`config.mk`:
```
export PLATFORM = sky130hd
export DESIGN_NAME = dual_timer_counter_registers_core
export DESIGN_NICKNAME = d
export VERILOG_FILES = /design/src/dtcr_pkg.sv /design/src/dual_timer_counter_registers_core.sv
export SDC_FILE = /design/constraint.sdc
export NUM_CORES = 1
export LEC_CHECK = 0
export ABC_CLOCK_PERIOD_IN_PS = 6600
export BUFFER_PORTS_ARGS = -buffer_cell sky130_fd_sc_hd__buf_2
export CORE_MARGIN = 4
export CORE_UTILIZATION = 30
export DETAILED_ROUTE_END_ITERATION = 8
export PLACE_DENSITY_LB_ADDON = 0.2
export SLEW_MARGIN = 25
export SYNTH_ARGS = -nofsm -noshare
export SYNTH_HDL_FRONTEND = slang
export SYNTH_SLANG_ARGS = --single-unit
```
`constraint.sdc`:
```
create_clock -name clock -period 6.6 [get_ports clock]
set_input_delay 0.66 -clock clock [delete_from_list [all_inputs] [get_ports clock]]
set_output_delay 0.66 -clock clock [all_outputs]
set_load 0.05 [all_outputs]
```
`src/dtcr_pkg.sv`:
```
package dtcr_pkg;

   localparam int TIMER_COUNT_DEF = 2;
   localparam int DATA_W          = 32;
   localparam int CSR_W           = 11;
   localparam int ADDR_W          = 3;

   // control/status bit positions
   localparam int CSR_UP_BIT     = 1;
   localparam int CSR_RELOAD_BIT = 4;
   localparam int CSR_IRQ_EN_BIT = 6;
   localparam int CSR_ENABLE_BIT = 7;
   localparam int CSR_FLAG_BIT   = 8;

   localparam logic [CSR_W-1:0] CSR_MASK = 11'h7ff;

   typedef enum logic [1:0] {
      MODE_TICK  = 2'd0,
      MODE_READ  = 2'd1,
      MODE_WRITE = 2'd2
   } mode_type;

   typedef enum logic [1:0] {
      REG_CONTROL = 2'd0,
      REG_LOAD    = 2'd1,
      REG_COUNTER = 2'd2,
      REG_SPARE   = 2'd3
   } reg_sel_type;

endpackage

```
`src/dual_timer_counter_registers_core.sv`:
```
// channel   direction  handshake            payload
// req       in         req_valid/req_stall  req_mode, req_word_address, req_write_data
// rsp       out        rsp_valid/rsp_stall  rsp_read_data, rsp_irq
// csr       in         csr_valid/csr_ready  csr_single_timer
//
// One item per cycle while rsp is not stalled; each item passes the input register,
// then the timer update into the result register.
// The timer state update and result are produced in one pass between the two registers.
// Synchronous active-high reset clears all timer state, the mode bit and both valids.
// A stalled rsp holds the result; one more item waits in the input register,
// after which req_stall rises.
module dual_timer_counter_registers_core
   import dtcr_pkg::*;
#(
   parameter int TIMER_COUNT = TIMER_COUNT_DEF
) (
   input  logic              clock,
   input  logic              reset,
   input  logic              req_valid,
   output logic              req_stall,
   input  logic [1:0]        req_mode,
   input  logic [ADDR_W-1:0] req_word_address,
   input  logic [DATA_W-1:0] req_write_data,
   output logic              rsp_valid,
   input  logic              rsp_stall,
   output logic [DATA_W-1:0] rsp_read_data,
   output logic              rsp_irq,
   input  logic              csr_valid,
   output logic              csr_ready,
   input  logic              csr_single_timer
);

   logic              single_ff;
   logic              in_valid_ff;
   logic [1:0]        in_mode_ff;
   logic [ADDR_W-1:0] in_addr_ff;
   logic [DATA_W-1:0] in_data_ff;
   logic              out_valid_ff;
   logic [DATA_W-1:0] out_data_ff;
   logic              out_irq_ff;

   logic              out_free;
   logic              advance;
   logic              is_tick;
   logic              is_read;
   logic              is_write;
   reg_sel_type       reg_sel;
   logic [DATA_W-1:0] read_data;
   logic              irq_next;

   logic [CSR_W-1:0]  ctrl_ff    [TIMER_COUNT];
   logic [CSR_W-1:0]  ctrl_in    [TIMER_COUNT];
   logic [DATA_W-1:0] load_ff    [TIMER_COUNT];
   logic [DATA_W-1:0] load_in    [TIMER_COUNT];
   logic [DATA_W-1:0] spare_ff   [TIMER_COUNT];
   logic [DATA_W-1:0] spare_in   [TIMER_COUNT];
   logic [DATA_W-1:0] count_ff   [TIMER_COUNT];
   logic [DATA_W-1:0] count_in   [TIMER_COUNT];
   logic              running_ff [TIMER_COUNT];
   logic              running_in [TIMER_COUNT];
   logic [DATA_W-1:0] rd_part    [TIMER_COUNT];
   logic              irq_part   [TIMER_COUNT];

   assign csr_ready = 1'b1;
   assign out_free  = !out_valid_ff || !rsp_stall;
   assign advance   = in_valid_ff && out_free;
   assign req_stall = in_valid_ff && !out_free;

   assign is_tick  = (in_mode_ff == MODE_TICK);
   assign is_read  = (in_mode_ff == MODE_READ);
   assign is_write = (in_mode_ff == MODE_WRITE);
   assign reg_sel  = reg_sel_type'(in_addr_ff[1:0]);

   always_ff @(posedge clock) begin
      if (reset) begin
         single_ff <= 1'b0;
      end else if (csr_valid && csr_ready) begin
         single_ff <= csr_single_timer;
      end
   end

   // input register
   always_ff @(posedge clock) begin
      if (reset) begin
         in_valid_ff <= 1'b0;
      end else if (!req_stall) begin
         in_valid_ff <= req_valid;
      end
   end

   always_ff @(posedge clock) begin
      if (req_valid && !req_stall) begin
         in_mode_ff <= req_mode;
         in_addr_ff <= req_word_address;
         in_data_ff <= req_write_data;
      end
   end

   for (genvar i = 0; i < TIMER_COUNT; i++) begin : g_timer
      logic              active;
      logic              selected;
      logic              up;
      logic [DATA_W-1:0] term;
      logic [DATA_W-1:0] stepped;
      logic              hit;

      assign active   = (i == 0) || !single_ff;
      assign selected = active && (in_addr_ff[2] == 1'(i));
      assign up       = ctrl_ff[i][CSR_UP_BIT];
      assign term     = up ? '1 : '0;
      assign stepped  = (count_ff[i] == term) ? count_ff[i] :
                        (up ? count_ff[i] + 1'b1 : count_ff[i] - 1'b1);
      assign hit      = (stepped == term);

      always_comb begin
         ctrl_in[i]    = ctrl_ff[i];
         load_in[i]    = load_ff[i];
         spare_in[i]   = spare_ff[i];
         count_in[i]   = count_ff[i];
         running_in[i] = running_ff[i];
         rd_part[i]    = '0;
         if (is_tick && active && running_ff[i]) begin
            count_in[i] = stepped;
            if (hit) begin
               ctrl_in[i][CSR_FLAG_BIT] = 1'b1;
               if (ctrl_ff[i][CSR_RELOAD_BIT]) begin
                  count_in[i] = load_ff[i];
               end else begin
                  running_in[i] = 1'b0;
               end
            end
         end
         if (is_read && selected) begin
            unique case (reg_sel)
               REG_CONTROL: rd_part[i] = DATA_W'(ctrl_ff[i]);
               REG_LOAD:    rd_part[i] = load_ff[i];
               REG_COUNTER: rd_part[i] = count_ff[i];
               REG_SPARE:   rd_part[i] = spare_ff[i];
            endcase
         end
         if (is_write && selected) begin
            unique case (reg_sel)
               REG_CONTROL: begin
                  ctrl_in[i] = in_data_ff[CSR_W-1:0] & CSR_MASK;
                  ctrl_in[i][CSR_FLAG_BIT] = 1'b0;
                  if (in_data_ff[CSR_ENABLE_BIT]) begin
                     count_in[i]   = load_ff[i];
                     running_in[i] = 1'b1;
                  end else begin
                     running_in[i] = 1'b0;
                  end
               end
               REG_LOAD:    load_in[i]  = in_data_ff;
               REG_COUNTER: ;  // drop: counter reads always show the live count
               REG_SPARE:   spare_in[i] = in_data_ff;
            endcase
         end
         irq_part[i] = active && ctrl_in[i][CSR_FLAG_BIT] && ctrl_in[i][CSR_IRQ_EN_BIT];
      end

      always_ff @(posedge clock) begin
         if (reset) begin
            ctrl_ff[i]    <= '0;
            load_ff[i]    <= '0;
            spare_ff[i]   <= '0;
            count_ff[i]   <= '0;
            running_ff[i] <= 1'b0;
         end else if (advance) begin
            ctrl_ff[i]    <= ctrl_in[i];
            load_ff[i]    <= load_in[i];
            spare_ff[i]   <= spare_in[i];
            count_ff[i]   <= count_in[i];
            running_ff[i] <= running_in[i];
         end
      end
   end

   always_comb begin
      read_data = '0;
      irq_next  = 1'b0;
      for (int i = 0; i < TIMER_COUNT; i++) begin
         read_data = read_data | rd_part[i];
         irq_next  = irq_next | irq_part[i];
      end
   end

   // result register
   always_ff @(posedge clock) begin
      if (reset) begin
         out_valid_ff <= 1'b0;
      end else if (out_free) begin
         out_valid_ff <= in_valid_ff;
      end
   end

   always_ff @(posedge clock) begin
      if (advance) begin
         out_data_ff <= read_data;
         out_irq_ff  <= irq_next;
      end
   end

   assign rsp_valid     = out_valid_ff;
   assign rsp_read_data = out_data_ff;
   assign rsp_irq       = out_irq_ff;

endmodule
```
After elaboration in Yosys (flattened, before gate mapping)
Memory sizes are Yosys's and may differ from the RTL's.
Cells that the tools add are included.
- equal/unequal tests: 9
- bitwise logic cells: 13
- multiplexer cells: 64
- reductions and logical operators: 22
- $add $sub $neg: 4
- operator list (kind ; number):
    32-bit two-way mux ; 34
    32-bit case mux with 4 select lines ; 2
    32-bit equality test ; 4
    11-bit two-way mux ; 6
    32-bit by 1-bit adder with 32-bit output, second input constant ; 2
    32-bit by 1-bit subtractor with 32-bit output, second input constant ; 2
    32-bit bitwise OR ; 1
    1-bit two-way mux ; 22
    1-bit logical AND ; 14
    1-bit bitwise OR ; 11
    2-bit equality test, second input constant ; 3
    1-bit zero test ; 5
    2-bit by 1-bit equality test with 1-bit output, second input constant ; 2
    2-bit zero test ; 2
    1-bit logical OR ; 1
    1-bit NOT ; 1
- bits in writable memories: 216
- output and inout bits: 36
- input port bits: 43
- flip-flop bits (word level): 73
- memories: 5
- word-level logic and storage cells: 125
- memory list (name ; depth ; width ; rd ports ; clocked after memory_dff ; write ports ; line ; text):
    count_ff ; 2 ; 32 ; 2 ; 0 ; 2 ; dual_timer_counter_registers_core.sv:57 ; logic [DATA_W-1:0] count_ff [TIMER_COUNT];
    load_ff ; 2 ; 32 ; 2 ; 0 ; 2 ; dual_timer_counter_registers_core.sv:53 ; logic [DATA_W-1:0] load_ff [TIMER_COUNT];
    spare_ff ; 2 ; 32 ; 2 ; 0 ; 2 ; dual_timer_counter_registers_core.sv:55 ; logic [DATA_W-1:0] spare_ff [TIMER_COUNT];
    ctrl_ff ; 2 ; 11 ; 2 ; 0 ; 2 ; dual_timer_counter_registers_core.sv:51 ; logic [CSR_W-1:0] ctrl_ff [TIMER_COUNT];
    running_ff ; 2 ; 1 ; 2 ; 0 ; 2 ; dual_timer_counter_registers_core.sv:59 ; logic running_ff [TIMER_COUNT];

Depth between registers and ports, before layout
Gate-level depths: netlist of the first run.
An unclocked memory read counts as a cell.
- depth after elaboration: 12
- gate-level depth with buffers: 19

Worst setup path before layout of the first run
OpenSTA, ideal clock, no wires.
- path kind: register to register
- start: memory ctrl_ff[1][1]
- end: memory count_ff[1][15] (data pin)
- setup time: 0.270 ns
- cell stages (with the launch flop): 18
- path slack: 1.506 ns
- arrival time: 4.824 ns
- clock period less this slack: 5.094 ns
- buffers on the path: 3
- cell sequence: edfxtp_1 clkbuf_1 inv_1 ha_1 buf_2 nand4_2 nor4_2 nand4_2 and2_0 mux2i_1 nand2_1 or4b_1 or3_4 and2_1 or4_1 buf_2 a32oi_1 a21oi_1
- RTL lines (what ; line):
    start, declared ; dual_timer_counter_registers_core.sv:51
    end, declared ; dual_timer_counter_registers_core.sv:57

==> results of run 1 <==
## layout by cell type (no fill, tap or decap), types with 13 or more instances in the layout
cell	instances
a21o_1	30
mux2_2	42
a21oi_1	168
nor2_1	95
o221ai_1	34
a22oi_1	57
a31oi_1	22
buf_4	34
ha_1	60
o21ai_0	83
nand2_1	154
clkbuf_16	30
a211oi_1	17
inv_1	67
and2_1	62
o21a_1	13
nand3_1	44
and3_1	20
o22ai_1	49
mux2i_1	51
xnor2_1	24
nand4_1	34
buf_2	77
nor3_1	37
o211ai_1	18
xor2_1	13
edfxtp_1	286
mux4_2	22
## registers in the layout, indices dropped and copies added, names as in the netlist, 2 cells and up
signal         flops
in_mode_ff         2
spare_ff          64
rsp_read_data     32
ctrl_ff           22
in_data_ff        32
in_addr_ff         3
running_ff         2
load_ff           64
count_ff          64
## area by class of cell
cell class	instances	share of cell area, %
Clock buffer	32	3.62
Sequential cell	289	41.3
Tap cell	837	5.01
Inverter	68	1.22
Clock inverter	24	0.987
Timing Repair Buffer	113	3.21
Multi-Input combinational cell	1345	44.6
## report_power, final
part           switching (mW)  internal, mW  total, mW
Clock                   0.743         0.949       1.69
Combinational           0.646         0.376       1.02
Sequential              0.105          2.14       2.24
Total                    1.49          3.46       4.95
## cell usage after synthesis (17+ instances only)
cell type	instances	area, um^2
mux4_2	22	495
a22oi_1	57	428
clkbuf_1	99	372
mux2i_1	51	510
o211ai_1	18	135
a21o_1	30	225
edfxtp_1	286	8590
nor3_1	37	185
o221ai_1	34	298
a21oi_1	169	846
nor2_1	98	368
o22ai_1	49	307
xnor2_1	24	210
mux2_2	42	473
nand2_1	154	578
and3_1	20	125
nand4_1	34	213
and2_1	62	388
nand3_1	44	220
o21ai_0	83	415
a211oi_1	17	128
inv_1	68	255
a31oi_1	22	138
ha_1	60	751
## routing by layer
layer  vias up  track usage (%)
li1       7122                -
met1      7482             26.2
met2       443             26.8
met3        68             2.14
met4         0             3.17
met5         -                0
## path summary, 6_finish.rpt
path | cells past startpoint | startpoint | slack (ns) | endpoint
max | 15 | ctrl_ff[1][1] | 0.43 | count_ff[1][2]
min reg2reg | 2 | in_valid_ff | 0.50 | rsp_valid
min | 1 | req_write_data[10] | 0.26 | in_data_ff[10]
max reg2reg | 15 | ctrl_ff[1][1] | 0.43 | count_ff[1][2]
## stage by stage
stage / utilization, % / power [mW] / worst slack (ns) / hold slack [ns] / instances
finish: 33.9 / 4.95 / 0.427 / 0.260 / 2708
detailed placement: 32.3 / 3.29 / 0.804 / 0.485 / 2650
CTS: 33.9 / 4.99 / 0.766 / 0.227 / 2706
global route: 33.9 / 5.18 / 0.0253 / 0.238 / 2708
global placement: 32.3 / 3.29 / 0.908 / 0.481 / 2650
floorplan: - / 2.98 / 1.51 / 0.450 / 1822
## logic make-up (layout without fill, tap and decap cells)
logic type      Yosys count  in the layout
compound gates          583            583
xor+xnor                 37             37
fa+ha+maj                62             62
buf+inv                 188            237
flops                   289            289
mux                     115            115
other cells               1              1
simple gates            547            547
## worst register-to-register path, cell delays in order (launching register included)
cell	delay, ns
edfxtp_1	0.35
clkinv_1	0.76
buf_4	0.49
fa_1	0.47
a211oi_1	0.47
o211ai_1	0.20
a21boi_0	0.62
o22ai_1	0.31
o21ai_0	0.24
o221ai_1	0.20
nand4b_1	0.23
or3_4	0.39
and2_1	0.18
or4_1	0.66
a32oi_1	0.25
a21oi_1	0.09
==> results.sh, run 1 <==
export IMPL_root_buffer="clkbuf_16"
export IMPL_fp_dieH_um=257
export IMPL_overflow=0
export IMPL_period_minus_slack_ns=6.17
export IMPL_synth_top_family_by_area="compound AO/OA/AOI/OAI gates"
export IMPL_initial_utilization_pct=30.3
export IMPL_leakage_nw=7.55
export IMPL_synth_compound_area_share_pct=20.6
export IMPL_critPathLaunchType="register"
export IMPL_worst_setup_path_end_kind="register"
export IMPL_seq_area_frac_synth_pct=46.3
export IMPL_grt_total_usage_pct=17.3
export IMPL_first_pass_iters=5
export IMPL_diodes=0
export IMPL_synthArstFlopShare_pct=0
export IMPL_clock_latency_ns=0.57
export IMPL_postCtsHoldBufs=0
export IMPL_finalMaxSlewViolations=0
export IMPL_grt_max_degree=71
export IMPL_finClkSkew_ns=0.0151
export IMPL_synth_fa_ha_area_share_pct=4.24
export IMPL_synthMuxAreaShare_pct=7.92
export IMPL_die_w_um=257
export IMPL_max_cap_viol_count=0
export IMPL_synth_simple_area_share_pct=15.2
export IMPL_finalWirelength_um=59500
export IMPL_p_per_area_nw_per_um2=237
export IMPL_syn_avg_cell_area_um2=10.2
export IMPL_drt_met1_wl_um=29100
export IMPL_seq_area_um2=8650
export IMPL_path_class="reg -> reg"
export IMPL_status="complete, no violations"
export IMPL_ys_ff_latch=289
export IMPL_gp_congestion=0.839
export IMPL_drc=0
export IMPL_design_die_area_um2=66300
export IMPL_stdcell_area_um2=20900
export IMPL_fin_crit_sh_pct=93.5
export IMPL_slew_limit_headroom_pct=32.9
export IMPL_vias=15100
export IMPL_synthFlopType="edfxtp_1"
export IMPL_synth_cells=1822
export IMPL_design_core_area_um2=61700
export IMPL_cts_resized=0
export IMPL_nNetsFinal=1952
export IMPL_io_buffer_count=77
export IMPL_tightestPinTransition_ns=1.01
export IMPL_synth_edf_count=286
export IMPL_synth_nets=1927
export IMPL_antenna_found_initial=1
export IMPL_multi_input_area_um2=9340
export IMPL_clk_pin_slew_ns=0.06
export IMPL_yosys_warnings=0
export IMPL_final_setup_viol_count=0
export IMPL_final_hold_viol_count=0
export IMPL_critical_path_top_delay_family="compound AO/OA/AOI/OAI gates"
export IMPL_tns_ns=0
export IMPL_place_hpwl_um=43100
export IMPL_wl_met2_um=26400
export IMPL_fmax_ghz=0.162
export IMPL_cts_max_level=1
export IMPL_row_count=91
export IMPL_critPathBufInv=2
export IMPL_cts_buffers=30
export IMPL_cts_tree="yes"
export IMPL_drtAntennaViolNets=0
export IMPL_worstPathArrival_ns=6.46
export IMPL_first_global_vias=14800
export IMPL_drtIter0Drc=1376
export IMPL_drive_gt1_share_pct=14.2
export IMPL_rsz0062_at_grt="no"
export IMPL_cp_slowest_stage_delay_ns=0.76
export IMPL_grt_pass1_wl_um=91400
export IMPL_ys_types=94
export IMPL_top_layer="met4"
export IMPL_cts_sinks=289
export IMPL_path_cells="clkinv_1 -> buf_4 -> fa_1 -> a211oi_1 -> o211ai_1 -> a21boi_0 -> o22ai_1 -> o21ai_0 -> o221ai_1 -> nand4b_1 -> or3_4 -> and2_1 -> or4_1 -> a32oi_1 -> a21oi_1"
export IMPL_synthToLayoutAreaGrowth_pct=12.1
export IMPL_path_max_fanout=27
export IMPL_ctsLongestPathBuffers=3
export IMPL_syn_area_um2=18700
export IMPL_via_per_inst=5.58
export IMPL_cp_slowest_cell="clkinv_1"
export IMPL_wl_met3_um=3010
export IMPL_synth_xor_area_share_pct=1.74
export IMPL_ir_drop_mv=0.149
export IMPL_required_ns=6.89
export IMPL_post_cts_setup_buffers=0
export IMPL_fillCellCount=6302
export IMPL_ios=79
export IMPL_hp_class="in -> reg"
export IMPL_place_area_um2=19900
export IMPL_wl_per_cell_um=22.0
Note: power is estimated with default switching activity, not from simulation.
==> run 2: changes to the inputs <==
Settings changed: CORE_ASPECT_RATIO set to 1.5.
==> run 2 against run 1 <==
  * Sequential power hardly changed
  * Utilization is 0.17 points higher
  * Final area hardly changed
  * Critical path depth is 1 higher
  * Power is 0.43% higher
  * Clock power hardly changed
  * Sequential share of layout area hardly changed
  * Maximum frequency is 2.0% higher
  * Hold slack better by 0.031 ns
==> results.sh, run 2 (synthesis results as in run 1) <==
export IMPL_dpl_cell_count=2606
export IMPL_diodes=0
export IMPL_hp_start="req_write_data[3]"
export IMPL_io_buffer_count=77
export IMPL_worstReg2RegEnd="count_ff[1][10]"
export IMPL_antenna_found_initial=0
export IMPL_final_hold_viol_count=0
export IMPL_first_pass_iters=5
export IMPL_fillCellCount=6214
export IMPL_critPathLaunchType="register"
export IMPL_finClkSkew_ns=0.0161
export IMPL_cts_sinks=289
export IMPL_clk_pin_slew_ns=0.07
export IMPL_fp_dieH_um=314
export IMPL_p_per_area_nw_per_um2=238
export IMPL_grt_pass1_wl_um=91200
export IMPL_worst_setup_path_end_kind="register"
export IMPL_seqPwrFrac_pct=45.0
export IMPL_gp_congestion=0.952
export IMPL_synthToLayoutAreaGrowth_pct=12.0
export IMPL_ios=79
export IMPL_r2r_start="ctrl_ff[1][1]"
export IMPL_clkPwrFrac_pct=34.2
export IMPL_hold_end="in_data_ff[3]"
export IMPL_grt_max_degree=79
export IMPL_required_ns=6.89
export IMPL_stdcell_area_um2=20900
export IMPL_cts_tree="yes"
export IMPL_cts_resized=0
export IMPL_layoutNonFillerInstCount=2657
export IMPL_ctsLongestPathBuffers=3
export IMPL_finalMaxSlewViolations=0
export IMPL_finalWirelength_um=59900
export IMPL_utilization_pct=34.1
export IMPL_nNetsFinal=1951
export IMPL_cp_slowest_cell="ha_1"
export IMPL_design_die_area_um2=66400
export IMPL_die_w_um=212
export IMPL_overflow=0
export IMPL_postCtsHoldBufs=0
export IMPL_drtIter0Drc=1130
export IMPL_rr_worst_depth=16
export IMPL_r2r_slack_ns=0.55
export IMPL_place_hpwl_um=44900
export IMPL_status="complete, no violations"
export IMPL_root_buffer="clkbuf_16"
export IMPL_via_per_inst=5.62
export IMPL_use_met1_pct=21.6
export IMPL_path_class="reg -> reg"
export IMPL_max_cap_viol_count=0
export IMPL_rsz0062_at_grt="no"
export IMPL_grt_total_usage_pct=17.3
export IMPL_met3_usage_pct=1.07
export IMPL_power_mw=4.98
export IMPL_wl_per_cell_um=22.6
export IMPL_mostFrequentLayoutCells="286 x edfxtp_1, 168 x a21oi_1, 154 x nand2_1"
export IMPL_worst_hold_path_num_cells=1
export IMPL_hp_class="in -> reg"
export IMPL_design_core_area_um2=61400
export IMPL_final_setup_viol_count=0
export IMPL_cp_slowest_stage_delay_ns=0.84
export IMPL_tns_ns=0
export IMPL_path_cells="clkinv_1 -> ha_1 -> nand4_2 -> nor4_2 -> and4_1 -> buf_4 -> a211oi_1 -> a22oi_1 -> nand4_1 -> or4_1 -> a211o_1 -> a221oi_4 -> buf_4 -> nor3_1 -> a311oi_1 -> a21oi_1"
export IMPL_cts_buffers=27
export IMPL_fin_ws_ns=0.548
export IMPL_p_sw_share_pct=29.3
export IMPL_gr_max_usage_layer="met2"
export IMPL_hold_slack_ns=0.290
export IMPL_initial_utilization_pct=30.4
export IMPL_p_switching_mw=1.46
export IMPL_final_common_cell="edfxtp_1"
export IMPL_leakage_nw=7.56
export IMPL_p_int_mw=3.52
export IMPL_tightestPinTransition_ns=1.00
export IMPL_critical_path_top_delay_family="simple AND/OR/NAND/NOR gates"
export IMPL_clock_latency_ns=0.55
export IMPL_post_place_ws_ns=0.910
export IMPL_post_cts_setup_buffers=0
export IMPL_fmax_ghz=0.165
export IMPL_fin_crit_sh_pct=91.7
export IMPL_path_max_fanout=32
export IMPL_row_count=111
export IMPL_worstPathArrival_ns=6.34
export IMPL_drc=0
export IMPL_p_comb_share_pct=20.8
export IMPL_cts_max_level=1
export IMPL_period_minus_slack_ns=6.05
export IMPL_drtAntennaViolNets=0
export IMPL_first_global_vias=14900
export IMPL_critPathBufInv=3
export IMPL_slew_limit_headroom_pct=33.4
export IMPL_path_common_cell="buf_4"
export IMPL_ir_drop_mv=0.174
export IMPL_vias=14900
export IMPL_drive_gt1_share_pct=14.3
export IMPL_use_met2_pct=31.6
export IMPL_largestRegisters="count_ff (64), load_ff (64), spare_ff (64)"
export IMPL_multi_input_area_um2=9340
export IMPL_seq_area_um2=8650
export IMPL_place_area_um2=19900
run 2: worst max-delay path by stage:
stage	slack (ns)	endpoint	start	cells after the start
after floorplan	1.51	count_ff[1][15]	ctrl_ff[1][1]	17
after global placement	0.96	count_ff[1][2]	ctrl_ff[1][1]	14
after detailed placement	0.91	count_ff[1][10]	ctrl_ff[1][1]	16
after CTS	0.88	count_ff[1][10]	ctrl_ff[1][1]	16
after global routing	0.18	count_ff[1][10]	ctrl_ff[1][1]	16
final	0.55	count_ff[1][10]	ctrl_ff[1][1]	16
run 2: layout make-up:
| type | count | share of cell area (%) |
|---|---|---|
| clock inverters | 15 | 1.01 |
| flip-flops and latches | 289 | 41.3 |
| clock buffers | 34 | 3.60 |
| repair buffers | 115 | 3.42 |
| multi-input cells | 1345 | 44.7 |
| well taps | 791 | 4.73 |
| inverters | 68 | 1.22 |
run 2: worst reg2reg max path, stage by stage, from the launching register on:
cell	delay [ns]
edfxtp_1	0.35
clkinv_1	0.75
ha_1	0.86
nand4_2	0.24
nor4_2	0.54
and4_1	0.45
buf_4	0.24
a211oi_1	0.13
a22oi_1	0.22
nand4_1	0.15
or4_1	0.47
a211o_1	0.33
a221oi_4	0.19
buf_4	0.45
nor3_1	0.09
a311oi_1	0.25
a21oi_1	0.09
run 2: layer usage:
metal / routed length (um) / up-vias
li1: - / 7115
met1: 24800 / 7425
met2: 31600 / 315
met3: 1520 / 90
met4: 1990 / 0
met5: 0 / -
run 2: power groups by stage:
stage	Clock (mW)	Combinational (mW)	Sequential [mW]
floorplan	0	0.714	2.26
global placement	0	1.02	2.27
detailed placement	0	1.02	2.28
CTS	1.74	1.03	2.24
global route	1.81	1.13	2.25
finish	1.70	1.03	2.24
